File: config.mk
export PLATFORM = sky130hd
export DESIGN_NAME = gves_ctrl
export DESIGN_NICKNAME = d
export VERILOG_FILES = /design/src/hw/rtl/graph_vertex_edge_set_table_core_assert.svh /design/src/hw/rtl/gves_pkg.sv /design/src/hw/rtl/gves_ctrl.sv
export SDC_FILE = /design/constraint.sdc
export NUM_CORES = 1
export LEC_CHECK = 0
export BUFFER_PORTS_ARGS = -buffer_cell sky130_fd_sc_hd__buf_2
export CORE_AREA = 10 10 47 49
export CTS_CLUSTER_SIZE = 24
export DETAILED_ROUTE_END_ITERATION = 7
export DIE_AREA = 0 0 57 59
export SLEW_MARGIN = 10
export SYNTH_ARGS = -nofsm -noshare
export SYNTH_HDL_FRONTEND = slang
export SYNTH_SLANG_ARGS = --single-unit
File: constraint.sdc
create_clock -name clk -period 1.71 [get_ports clk]
set_clock_uncertainty 0.05 [all_clocks]
set_input_delay 0.2565 -clock clk [delete_from_list [all_inputs] [get_ports clk]]
set_output_delay 0.2565 -clock clk [all_outputs]
set_load 0.02 [all_outputs]
File: src/hw/rtl/graph_vertex_edge_set_table_core_assert.svh
// assertion macros for the graph edge-set table
`ifndef GRAPH_VERTEX_EDGE_SET_TABLE_CORE_ASSERT_SVH
`define GRAPH_VERTEX_EDGE_SET_TABLE_CORE_ASSERT_SVH
`ifndef SYNTHESIS
`define GVE_ASSERT_IMP(label, clk, rst, ante, cons) \
  label: assert property (@(posedge clk) disable iff (rst) (ante) |-> (cons)) \
    else $error("assertion failed");
`define GVE_ASSERT_NXT(label, clk, rst, ante, cons) \
  label: assert property (@(posedge clk) disable iff (rst) (ante) |=> (cons)) \
    else $error("assertion failed");
`else
`define GVE_ASSERT_IMP(label, clk, rst, ante, cons)
`define GVE_ASSERT_NXT(label, clk, rst, ante, cons)
`endif
`endif

File: src/hw/rtl/gves_pkg.sv
// ----------------------------------------------------------------------------
// gves_pkg
// shared types, codes and defaults of the graph edge-set table
// ----------------------------------------------------------------------------
package gves_pkg;

  localparam int MaxVerticesDef = 64;
  localparam int MaxEdgesDef    = 256;

  typedef enum logic [2:0] {
    MODE_ADD_V  = 3'd0,
    MODE_REM_V  = 3'd1,
    MODE_ADD_E  = 3'd2,
    MODE_REM_E  = 3'd3,
    MODE_HAS_V  = 3'd4,
    MODE_HAS_E  = 3'd5,
    MODE_DEGREE = 3'd6,
    MODE_NONE   = 3'd7
  } mode_t;

  typedef enum logic [2:0] {
    ST_IDLE,
    ST_VSCAN,
    ST_VWAIT,
    ST_ESCAN,
    ST_EWAIT,
    ST_COMMIT,
    ST_DONE
  } state_t;

  // controller to datapath
  typedef struct packed {
    logic load;
    logic vclr;
    logic vstep;
    logic eclr;
    logic estep;
    logic commit;
    logic done;
  } dp_cmd_t;

  // datapath to controller
  typedef struct packed {
    logic vlast;
    logic elast;
    logic need_edge_scan;
  } dp_sts_t;

endpackage

File: src/hw/rtl/gves_ctrl.sv
// ----------------------------------------------------------------------------
// gves_ctrl
// sequencer: vertex scan, edge scan, commit, result
// ----------------------------------------------------------------------------
module gves_ctrl import gves_pkg::*; (
  input  logic    clk,
  input  logic    rst,
  input  logic    start,
  output logic    busy,
  output dp_cmd_t cmd,
  input  dp_sts_t sts
);

  state_t state, state_next;

  // state register
  always_ff @(posedge clk) begin
    if (rst) state <= ST_IDLE;
    else     state <= state_next;
  end

  // next state
  always_comb begin
    state_next = state;
    unique case (state)
      ST_IDLE:   if (start) state_next = ST_VSCAN;
      ST_VSCAN:  if (sts.vlast) state_next = ST_VWAIT;
      ST_VWAIT:  state_next = sts.need_edge_scan ? ST_ESCAN : ST_COMMIT;
      ST_ESCAN:  if (sts.elast) state_next = ST_EWAIT;
      ST_EWAIT:  state_next = ST_COMMIT;
      ST_COMMIT: state_next = ST_DONE;
      ST_DONE:   state_next = ST_IDLE;
      default:   state_next = ST_IDLE;
    endcase
  end

  // outputs
  always_comb begin
    cmd = '0;
    busy = (state != ST_IDLE);
    unique case (state)
      ST_IDLE:   begin cmd.load = start; cmd.vclr = start; end
      ST_VSCAN:  cmd.vstep = 1'b1;
      ST_VWAIT:  cmd.eclr = 1'b1;
      ST_ESCAN:  cmd.estep = 1'b1;
      ST_EWAIT:  ;
      ST_COMMIT: cmd.commit = 1'b1;
      ST_DONE:   cmd.done = 1'b1;
      default:   ;
    endcase
  end

endmodule

# After elaboration in Yosys (flattened, before gate mapping)
# Index checks and enable logic that the tools add are counted.
[totals]
reg_bits = 3
input_bits = 6
out_inout_bits = 8
wordCells = 24
[classes]
eq_ne = 9
n_mux = 11
n_reduce_logical = 3
[op_table]
columns = ["cell", "count"]
rows = [
  ["3-bit case mux with 6 select lines", 1],
  ["3-bit two-way mux", 4],
  ["3-bit equality test, second input constant", 3],
  ["3-bit by 2-bit equality test with 1-bit output, second input constant", 2],
  ["2-bit inequality test, second input constant", 3],
  ["1-bit two-way mux", 5],
  ["3-bit by 1-bit equality test with 1-bit output, second input constant", 1],
  ["3-bit logical NOT", 1],
  ["3-bit AND reduction", 1],
  ["3-bit nonzero test", 1],
  ["2-bit two-way mux", 1],
]

# Logic depth before layout (Yosys ltp)
# Gate-level depths: netlist of the first run.
[logic_depth]
word_depth = 3
depth_mapped = 4
depth_no_buf = 3

# Worst setup path after synthesis of the first run
# No wires, ideal clock.
[synth_path]
path_type = "reg2out"
start = "register state[0]"
end = "output cmd[6] in the netlist's numbering"
arrival_time_ns = 1.271
t_required_ns = 1.404
slack_ns = 0.133
stages_incl_launch_ff = 5
n_path_buf = 2
cell_sequence = "dfxtp_1 buf_6 or3_4 nor2_2 buf_4"
[synth_rtl]
columns = ["element", "line", "rtl"]
rows = [
  ["start: declaration", "gves_ctrl.sv:14", "state_t state, state_next;"],
  ["start signal: assignment", "gves_ctrl.sv:19", "else state <= state_next;"],
  ["end: declaration", "gves_ctrl.sv:10", "output dp_cmd_t cmd,"],
]

==> metrics.log, run 1 <==
INFO  metric status = finished clean
INFO  metric path_max_fanout = 11
INFO  metric dr.pass1.iters = 4
INFO  metric maxClockFrequency = 0.629 GHz
INFO  metric startpoint_type = flip-flop
INFO  metric die_w = 57 um
INFO  metric initial_antenna_violation_count = 0
INFO  metric worst_pin_slew = 285 ps
INFO  metric registers.top_by_ff_count = state
INFO  metric route.antenna.remaining_nets = 0
INFO  metric power.ir.vdd_worst = 0.304 mV
INFO  metric placementRows = 14
INFO  metric timing.final.crit_share = 93.0%
INFO  metric power.density_cell_area = 972 nW/um^2
INFO  metric sum_neg_setup_slack = 0 ps
INFO  metric floorplan.initialDensity = 16.7%
INFO  metric postCtsSetupBuffers = 0
INFO  metric design.die.area = 3360 sq um
INFO  metric rsz0062_at_grt = no
INFO  metric detailroute.via_count = 243
INFO  metric timing.critical_path.to_type = primary output
INFO  metric crit_required = 1400 ps
INFO  metric synth_area_per_cell = 7.80 sq um
INFO  metric io_pins = 14
INFO  metric timing.final.setup_violations = 0
INFO  metric post_route_cells_drive_above_1_share = 40.9%
INFO  metric layoutNonFillerInstCount = 60
INFO  metric yosys-top-cells-area = sky130_fd_sc_hd__dfxtp_1, sky130_fd_sc_hd__buf_6, sky130_fd_sc_hd__a21oi_1, sky130_fd_sc_hd__a21o_1, sky130_fd_sc_hd__and2_1
INFO  metric cts_buffer_depth = 2
INFO  metric report.final.hold_viol_count = 0
INFO  metric cts_inserted_buffers = 3
INFO  metric critPathArrivalTime = 1280 ps
INFO  metric synth_largest_type_area_fraction = 25.7%
INFO  metric detailed_place_hpwl = 538 um
INFO  metric slew_headroom = 81.0%
INFO  metric clock_pin_slew_reported_for_the_worst_setup_and_hold_paths_after_clock_tree_synthesis = 40 ps
INFO  metric synth.distinct_cells = 19
INFO  metric cts_resized = 0
INFO  metric design.core.area = 1400 sq um
INFO  metric route.final.wire_length = 627 um
INFO  metric path_class = flip-flop to primary output
INFO  metric power.static_leakage = 0.159 nW
INFO  metric floorplan.die.height = 59 um
INFO  metric gpl.final_weighted_congestion = 0.634
INFO  metric clockPowerShare = 40.2%
INFO  metric asyncSetResetFlopFracSynth = 0%
INFO  metric timing.max_cap.violations = 0
INFO  metric largest_register_ff_count = 3
INFO  metric synthDominantAreaCellType = sky130_fd_sc_hd__dfxtp_1
INFO  metric grt_pass1_vias = 246
INFO  metric number_of_max_slew_violations_in_the_final_report = 0
INFO  metric power.sequential.fraction = 29.6%
INFO  metric timing.hold.worst.class = input pin to flip-flop
INFO  metric syn2layout_area_growth = 34.8%
INFO  metric root_buffer = sky130_fd_sc_hd__clkbuf_4
INFO  metric internal_power = 0.000205 W
INFO  metric sw_frac_of_total = 33.2%
INFO  metric comb_power_share = 30.2%
INFO  metric clock_tree_from_tritoncts = built
INFO  metric cts_hold_repair.buffers = 0
INFO  metric yosys_register_bits = 3
INFO  metric post_drt_wl_per_cell = 10.5 um
INFO  metric cts_htree_levels = 1
INFO  metric layout_min_cycle_time = 1590 ps
INFO  metric overflow = 0
INFO  metric mappedNetlistNets = 36
INFO  metric syn-cell-area = 234 sq um
INFO  metric grt_max_degree = 12
INFO  metric cts_num_sinks = 3
INFO  metric number_of_inserted_diodes = 0
INFO  metric detailedRoute.firstIterationViolations = 5
INFO  metric synth_top_cells_by_count = sky130_fd_sc_hd__a21oi_1, sky130_fd_sc_hd__dfxtp_1
INFO  metric nNetsFinal = 51
INFO  metric drt-vias-per-instance = 4.05
INFO  metric worstSkewPairLatency = 230 ps
INFO  metric synth-warning-count = 0
INFO  metric grt_pass1_wl = 1.12 mm
INFO  metric grt.total_usage = 4.41%
INFO  metric io_buffers = 13
INFO  metric synth-edff-count = 0
INFO  metric reg_top3 = state: 3 flops
INFO  metric numPlacedInstances = 56
INFO  metric yosys_most_used_dff = sky130_fd_sc_hd__dfxtp_1
INFO  metric drc = 0
INFO  metric post_synth_inst_count = 30
INFO  metric yosysSeqAreaShare = 25.7%
INFO  metric switchingPower = 0.000102 W
[cells in the final DEF (no fill, tap or decap)]
cell type,count
sky130_fd_sc_hd__nor3b_1,1
sky130_fd_sc_hd__dfxtp_1,3
sky130_fd_sc_hd__nor2_1,2
sky130_fd_sc_hd__nor2b_1,2
sky130_fd_sc_hd__buf_2,13
sky130_fd_sc_hd__or2_1,1
sky130_fd_sc_hd__nand3_1,1
sky130_fd_sc_hd__a21oi_1,3
sky130_fd_sc_hd__nand2_1,2
sky130_fd_sc_hd__or3_4,1
sky130_fd_sc_hd__nor2_2,1
sky130_fd_sc_hd__and2_1,2
sky130_fd_sc_hd__nand2b_1,2
sky130_fd_sc_hd__o31ai_1,1
sky130_fd_sc_hd__a221oi_1,1
sky130_fd_sc_hd__clkbuf_1,1
sky130_fd_sc_hd__inv_1,1
sky130_fd_sc_hd__o21ai_0,1
sky130_fd_sc_hd__a21o_1,2
sky130_fd_sc_hd__clkbuf_4,3
[layer usage]
metal	wire, um	share of wire [%]	vias to the layer above	track usage, %
li1	-	-	130	-
met4	0	0	0	5.03
met2	301	48	7	5.43
met1	290	46	106	4.76
met5	0	0	-	0
met3	34	5.4	0	2.58
[power by group through the flow]
stage	logic [W]	registers [W]	clock network [W]
floorplan	0.0000844	0.0000831	0
global placement	0.0000937	0.0000920	0
detailed placement	0.0000940	0.0000921	0
CTS	0.0000944	0.0000907	0.000131
global route	0.000103	0.0000933	0.000147
finish	0.0000925	0.0000908	0.000123
[worst max-delay path, cell delays in order, from the launching register on]
cell	delay [ps]
sky130_fd_sc_hd__dfxtp_1	370
sky130_fd_sc_hd__or3_4	420
sky130_fd_sc_hd__nor2_2	90
sky130_fd_sc_hd__buf_2	170
[final timing paths]
| path | startpoint | end | slack (ps) | cells past startpoint |
|---|---|---|---|---|
| min reg2reg | state[2] | state[2] | 540 | 2 |
| min | rst | state[1] | 170 | 2 |
| max | state[0] | cmd[6] | 120 | 3 |
| max reg2reg | state[0] | state[2] | 690 | 3 |
[cells by family (layout without fill, tap and decap cells)]
kind of cell	count (synthesis)	count (layout)	share of synthesized area (%)
and+or+nand+nor	15	15	38.0
AOI/OAI and AO/OA	8	8	21.9
buffers and inverters	4	18	14.4
DFF	3	3	25.7
[metrics by stage]
stage | utilization, % | power [W] | instance area [sq um] | worst slack, ps | hold slack (ps)
final | 22.5 | 0.000307 | 315 | 120 | 173
after global routing | 22.5 | 0.000344 | 315 | 29.7 | 157
after CTS | 22.5 | 0.000316 | 315 | 98.9 | 167
after global placement | 20.6 | 0.000186 | 289 | 360 | 405
after detailed placement | 20.6 | 0.000186 | 289 | 352 | 415
after floorplan | - | 0.000168 | 234 | 133 | 276
[layout make-up]
class	count	area, sq um
sequential	3	60.1
timing repair buffer	13	65.1
clock buffer	4	26.3
tap	16	20.0
inverter	1	3.75
multi-input combinational	23	140
fill	179	1090
No activity file was read; power rests on OpenSTA's default activity.
==> run 2, diff against run 1 <==
--- a/config.mk
+++ b/config.mk
@@ -6,10 +6,13 @@
 export NUM_CORES = 1
 export LEC_CHECK = 0
 export BUFFER_PORTS_ARGS = -buffer_cell sky130_fd_sc_hd__buf_2
+export CELL_PAD_IN_SITES_DETAIL_PLACEMENT = 1
+export CELL_PAD_IN_SITES_GLOBAL_PLACEMENT = 1
 export CORE_AREA = 10 10 47 49
 export CTS_CLUSTER_SIZE = 24
 export DETAILED_ROUTE_END_ITERATION = 7
 export DIE_AREA = 0 0 57 59
+export PLACE_DENSITY = 0.61
 export SLEW_MARGIN = 10
 export SYNTH_ARGS = -nofsm -noshare
 export SYNTH_HDL_FRONTEND = slang
==> run 2 against run 1 <==
Combinational power grew 2.9%. Non-clock buffer count did not move. Count of clock-buffer cells in the layout stayed put. Total power is 3.7% higher. Via count up 9.5%. Sequential power up 2%. Die area is the same. Routed wire length grew 37%. Largest cell class unchanged. Largest power group unchanged.
==> metrics.log, run 2 (same netlist as run 1, synthesis figures left out) <==
INFO  metric status = finished clean (unchanged)
INFO  metric reg2reg_depth = 3 (unchanged)
INFO  metric syn2layout_area_growth = 34.8% (unchanged)
INFO  metric reg_top3 = state: 3 flops (unchanged)
INFO  metric power.density_cell_area = 1010 nW/um^2 (was 972 nW/um^2)
INFO  metric registers.top_by_ff_count = state (unchanged)
INFO  metric cts_hold_repair.buffers = 0 (unchanged)
INFO  metric power.sequential.fraction = 29.1% (was 29.6%)
INFO  metric grt.total_usage = 5.00% (was 4.41%)
INFO  metric floorplan.die.height = 59 um (unchanged)
INFO  metric report.final.hold_viol_count = 0 (unchanged)
INFO  metric grt_max_degree = 12 (unchanged)
INFO  metric leading_cell_type_in_the_layout_fill_and_taps_excluded = sky130_fd_sc_hd__buf_2 (unchanged)
INFO  metric worst_hold_path.num_cells = 2 (unchanged)
INFO  metric drc = 0 (unchanged)
INFO  metric drt-vias-per-instance = 4.43 (was 4.05)
INFO  metric ff2ff_setup_slack = 620 ps (was 690 ps)
INFO  metric path_class = flip-flop to primary output (unchanged)
INFO  metric post-layout-total-power = 0.000318 W (was 0.000307 W)
INFO  metric overflow = 0 (unchanged)
INFO  metric maxClockFrequency = 0.613 GHz (was 0.629 GHz)
INFO  metric slew_headroom = 78.7% (was 81.0%)
INFO  metric power.ir.vdd_worst = 0.322 mV (was 0.304 mV)
INFO  metric postCtsSetupBuffers = 0 (unchanged)
INFO  metric dr.pass1.iters = 2 (was 4)
INFO  metric timing.hold.worst.class = input pin to flip-flop (unchanged)
INFO  metric startpoint_type = flip-flop (unchanged)
INFO  metric detailroute.via_count = 266 (was 243)
INFO  metric cts_htree_levels = 1 (unchanged)
INFO  metric nNetsFinal = 51 (unchanged)
INFO  metric cts_num_sinks = 3 (unchanged)
INFO  metric timing.critical_path.to_type = primary output (unchanged)
INFO  metric power.static_leakage = 0.159 nW (unchanged)
INFO  metric postLayoutSetupSlackWorst = 79.9 ps (was 120 ps)
INFO  metric use_met2 = 9.46% (was 5.43%)
INFO  metric critPathArrivalTime = 1320 ps (was 1280 ps)
INFO  metric post_route_cells_drive_above_1_share = 40.9% (unchanged)
INFO  metric cts_buffer_depth = 2 (unchanged)
INFO  metric sw_frac_of_total = 35.4% (was 33.2%)
INFO  metric clock_tree_from_tritoncts = built (unchanged)
INFO  metric grt_pass1_wl = 1.26 mm (was 1.12 mm)
INFO  metric crit_required = 1400 ps (about the same)
INFO  metric initial_antenna_violation_count = 0 (unchanged)
INFO  metric path_max_fanout = 11 (unchanged)
INFO  metric place_area = 289 sq um (unchanged)
INFO  metric preCtsSetupSlack = 324 ps (was 352 ps)
INFO  metric rsz0062_at_grt = no (unchanged)
INFO  metric timing.final.setup_violations = 0 (unchanged)
INFO  metric post_drt_wl_per_cell = 14.3 um (was 10.5 um)
INFO  metric mostFrequentLayoutCells = sky130_fd_sc_hd__buf_2, sky130_fd_sc_hd__a21oi_1, sky130_fd_sc_hd__clkbuf_4, sky130_fd_sc_hd__dfxtp_1 (unchanged)
INFO  metric grt.busiest_layer = met2 (unchanged)
INFO  metric cts_resized = 0 (unchanged)
INFO  metric worstSkewPairLatency = 240 ps (was 230 ps)
INFO  metric met3_usage = 1.72% (was 2.58%)
INFO  metric floorplan.initialDensity = 16.7% (unchanged)
INFO  metric io_pins = 14 (unchanged)
INFO  metric clock_pin_slew_reported_for_the_worst_setup_and_hold_paths_after_clock_tree_synthesis = 40 ps (about the same)
INFO  metric detailed_place_hpwl = 618 um (was 538 um)
INFO  metric io_buffers = 13 (unchanged)
INFO  metric layout.cell_area.non_filler = 315 sq um (unchanged)
INFO  metric cts_inserted_buffers = 3 (unchanged)
INFO  metric timing.max_cap.violations = 0 (unchanged)
INFO  metric gpl.final_weighted_congestion = 0.686 (was 0.634)
INFO  metric number_of_max_slew_violations_in_the_final_report = 0 (unchanged)
INFO  metric largest_register_ff_count = 3 (unchanged)
INFO  metric route.final.wire_length = 857 um (was 627 um)
INFO  metric detailedRoute.firstIterationViolations = 5 (unchanged)
INFO  metric worst_pin_slew = 318 ps (was 285 ps)
INFO  metric design.die.area = 3360 sq um (unchanged)
INFO  metric clockPowerShare = 40.9% (was 40.2%)
INFO  metric finish.utilization = 22.5% (unchanged)
INFO  metric design.core.area = 1400 sq um (unchanged)
INFO  metric route.antenna.remaining_nets = 0 (unchanged)
INFO  metric switchingPower = 0.000113 W (was 0.000102 W)
INFO  metric layout_min_cycle_time = 1630 ps (was 1590 ps)
INFO  metric die_w = 57 um (unchanged)
INFO  metric comb_power_share = 29.9% (was 30.2%)
INFO  metric root_buffer = sky130_fd_sc_hd__clkbuf_4 (unchanged)
INFO  metric internal_power = 0.000205 W (about the same)
INFO  metric placementRows = 14 (unchanged)
INFO  metric grt_pass1_vias = 285 (was 246)
INFO  metric sum_neg_setup_slack = 0 ps (unchanged)
INFO  metric gr-usage-met1 = 3.78% (was 4.76%)
INFO  metric number_of_inserted_diodes = 0 (unchanged)
INFO  metric timing.final.crit_share = 95.3% (was 93.0%)
run 2: cell counts in the layout (fill, tap and decap cells not counted):
Identical to the previous run, type by type.
run 2: metal layers:
| layer | vias to the layer above | wire [um] |
|---|---|---|
| li1 | 128 | - |
| met1 | 131 | 325 |
| met2 | 7 | 486 |
| met3 | 0 | 46 |
| met4 | 0 | 0 |
| met5 | - | 0 |
run 2: critical path, stage by stage, from the launching register on:
cell and delay, ps:
sky130_fd_sc_hd__dfxtp_1 390, sky130_fd_sc_hd__or3_4 420, sky130_fd_sc_hd__nor2_2 100, sky130_fd_sc_hd__buf_2 180
run 2: worst paths after layout:
kind / start / endpoint
worst max-delay path: state[0] / cmd[6]
worst min-delay path: rst / state[1]
worst max register to register: state[0] / state[2]
worst min register to register: state[2] / state[2]
run 2: power by group through the flow:
stage,Sequential [W],Clock (W),Combinational (W)
2_1_floorplan,0.0000831,0,0.0000844
3_3_place_gp,0.0000930,0,0.0000932
3_5_place_dp,0.0000936,0,0.0000957
4_1_cts,0.0000924,0.000135,0.0000971
5_1_grt,0.0000947,0.000140,0.000104
6_report,0.0000926,0.000130,0.0000952
run 2: final cells by class:
type / count / area, sq um
fill: 189 / 1090
multi-input combinational: 23 / 140
timing repair buffer: 13 / 65.1
sequential: 3 / 60.1
clock buffer: 4 / 26.3
tap: 16 / 20.0
inverter: 1 / 3.75
run 2: stage by stage:
step / hold slack (ps) / instances
2_1_floorplan: 276 / 30
3_3_place_gp: 410 / 56
3_5_place_dp: 416 / 56
4_1_cts: 164 / 60
5_1_grt: 167 / 60
6_report: 185 / 60
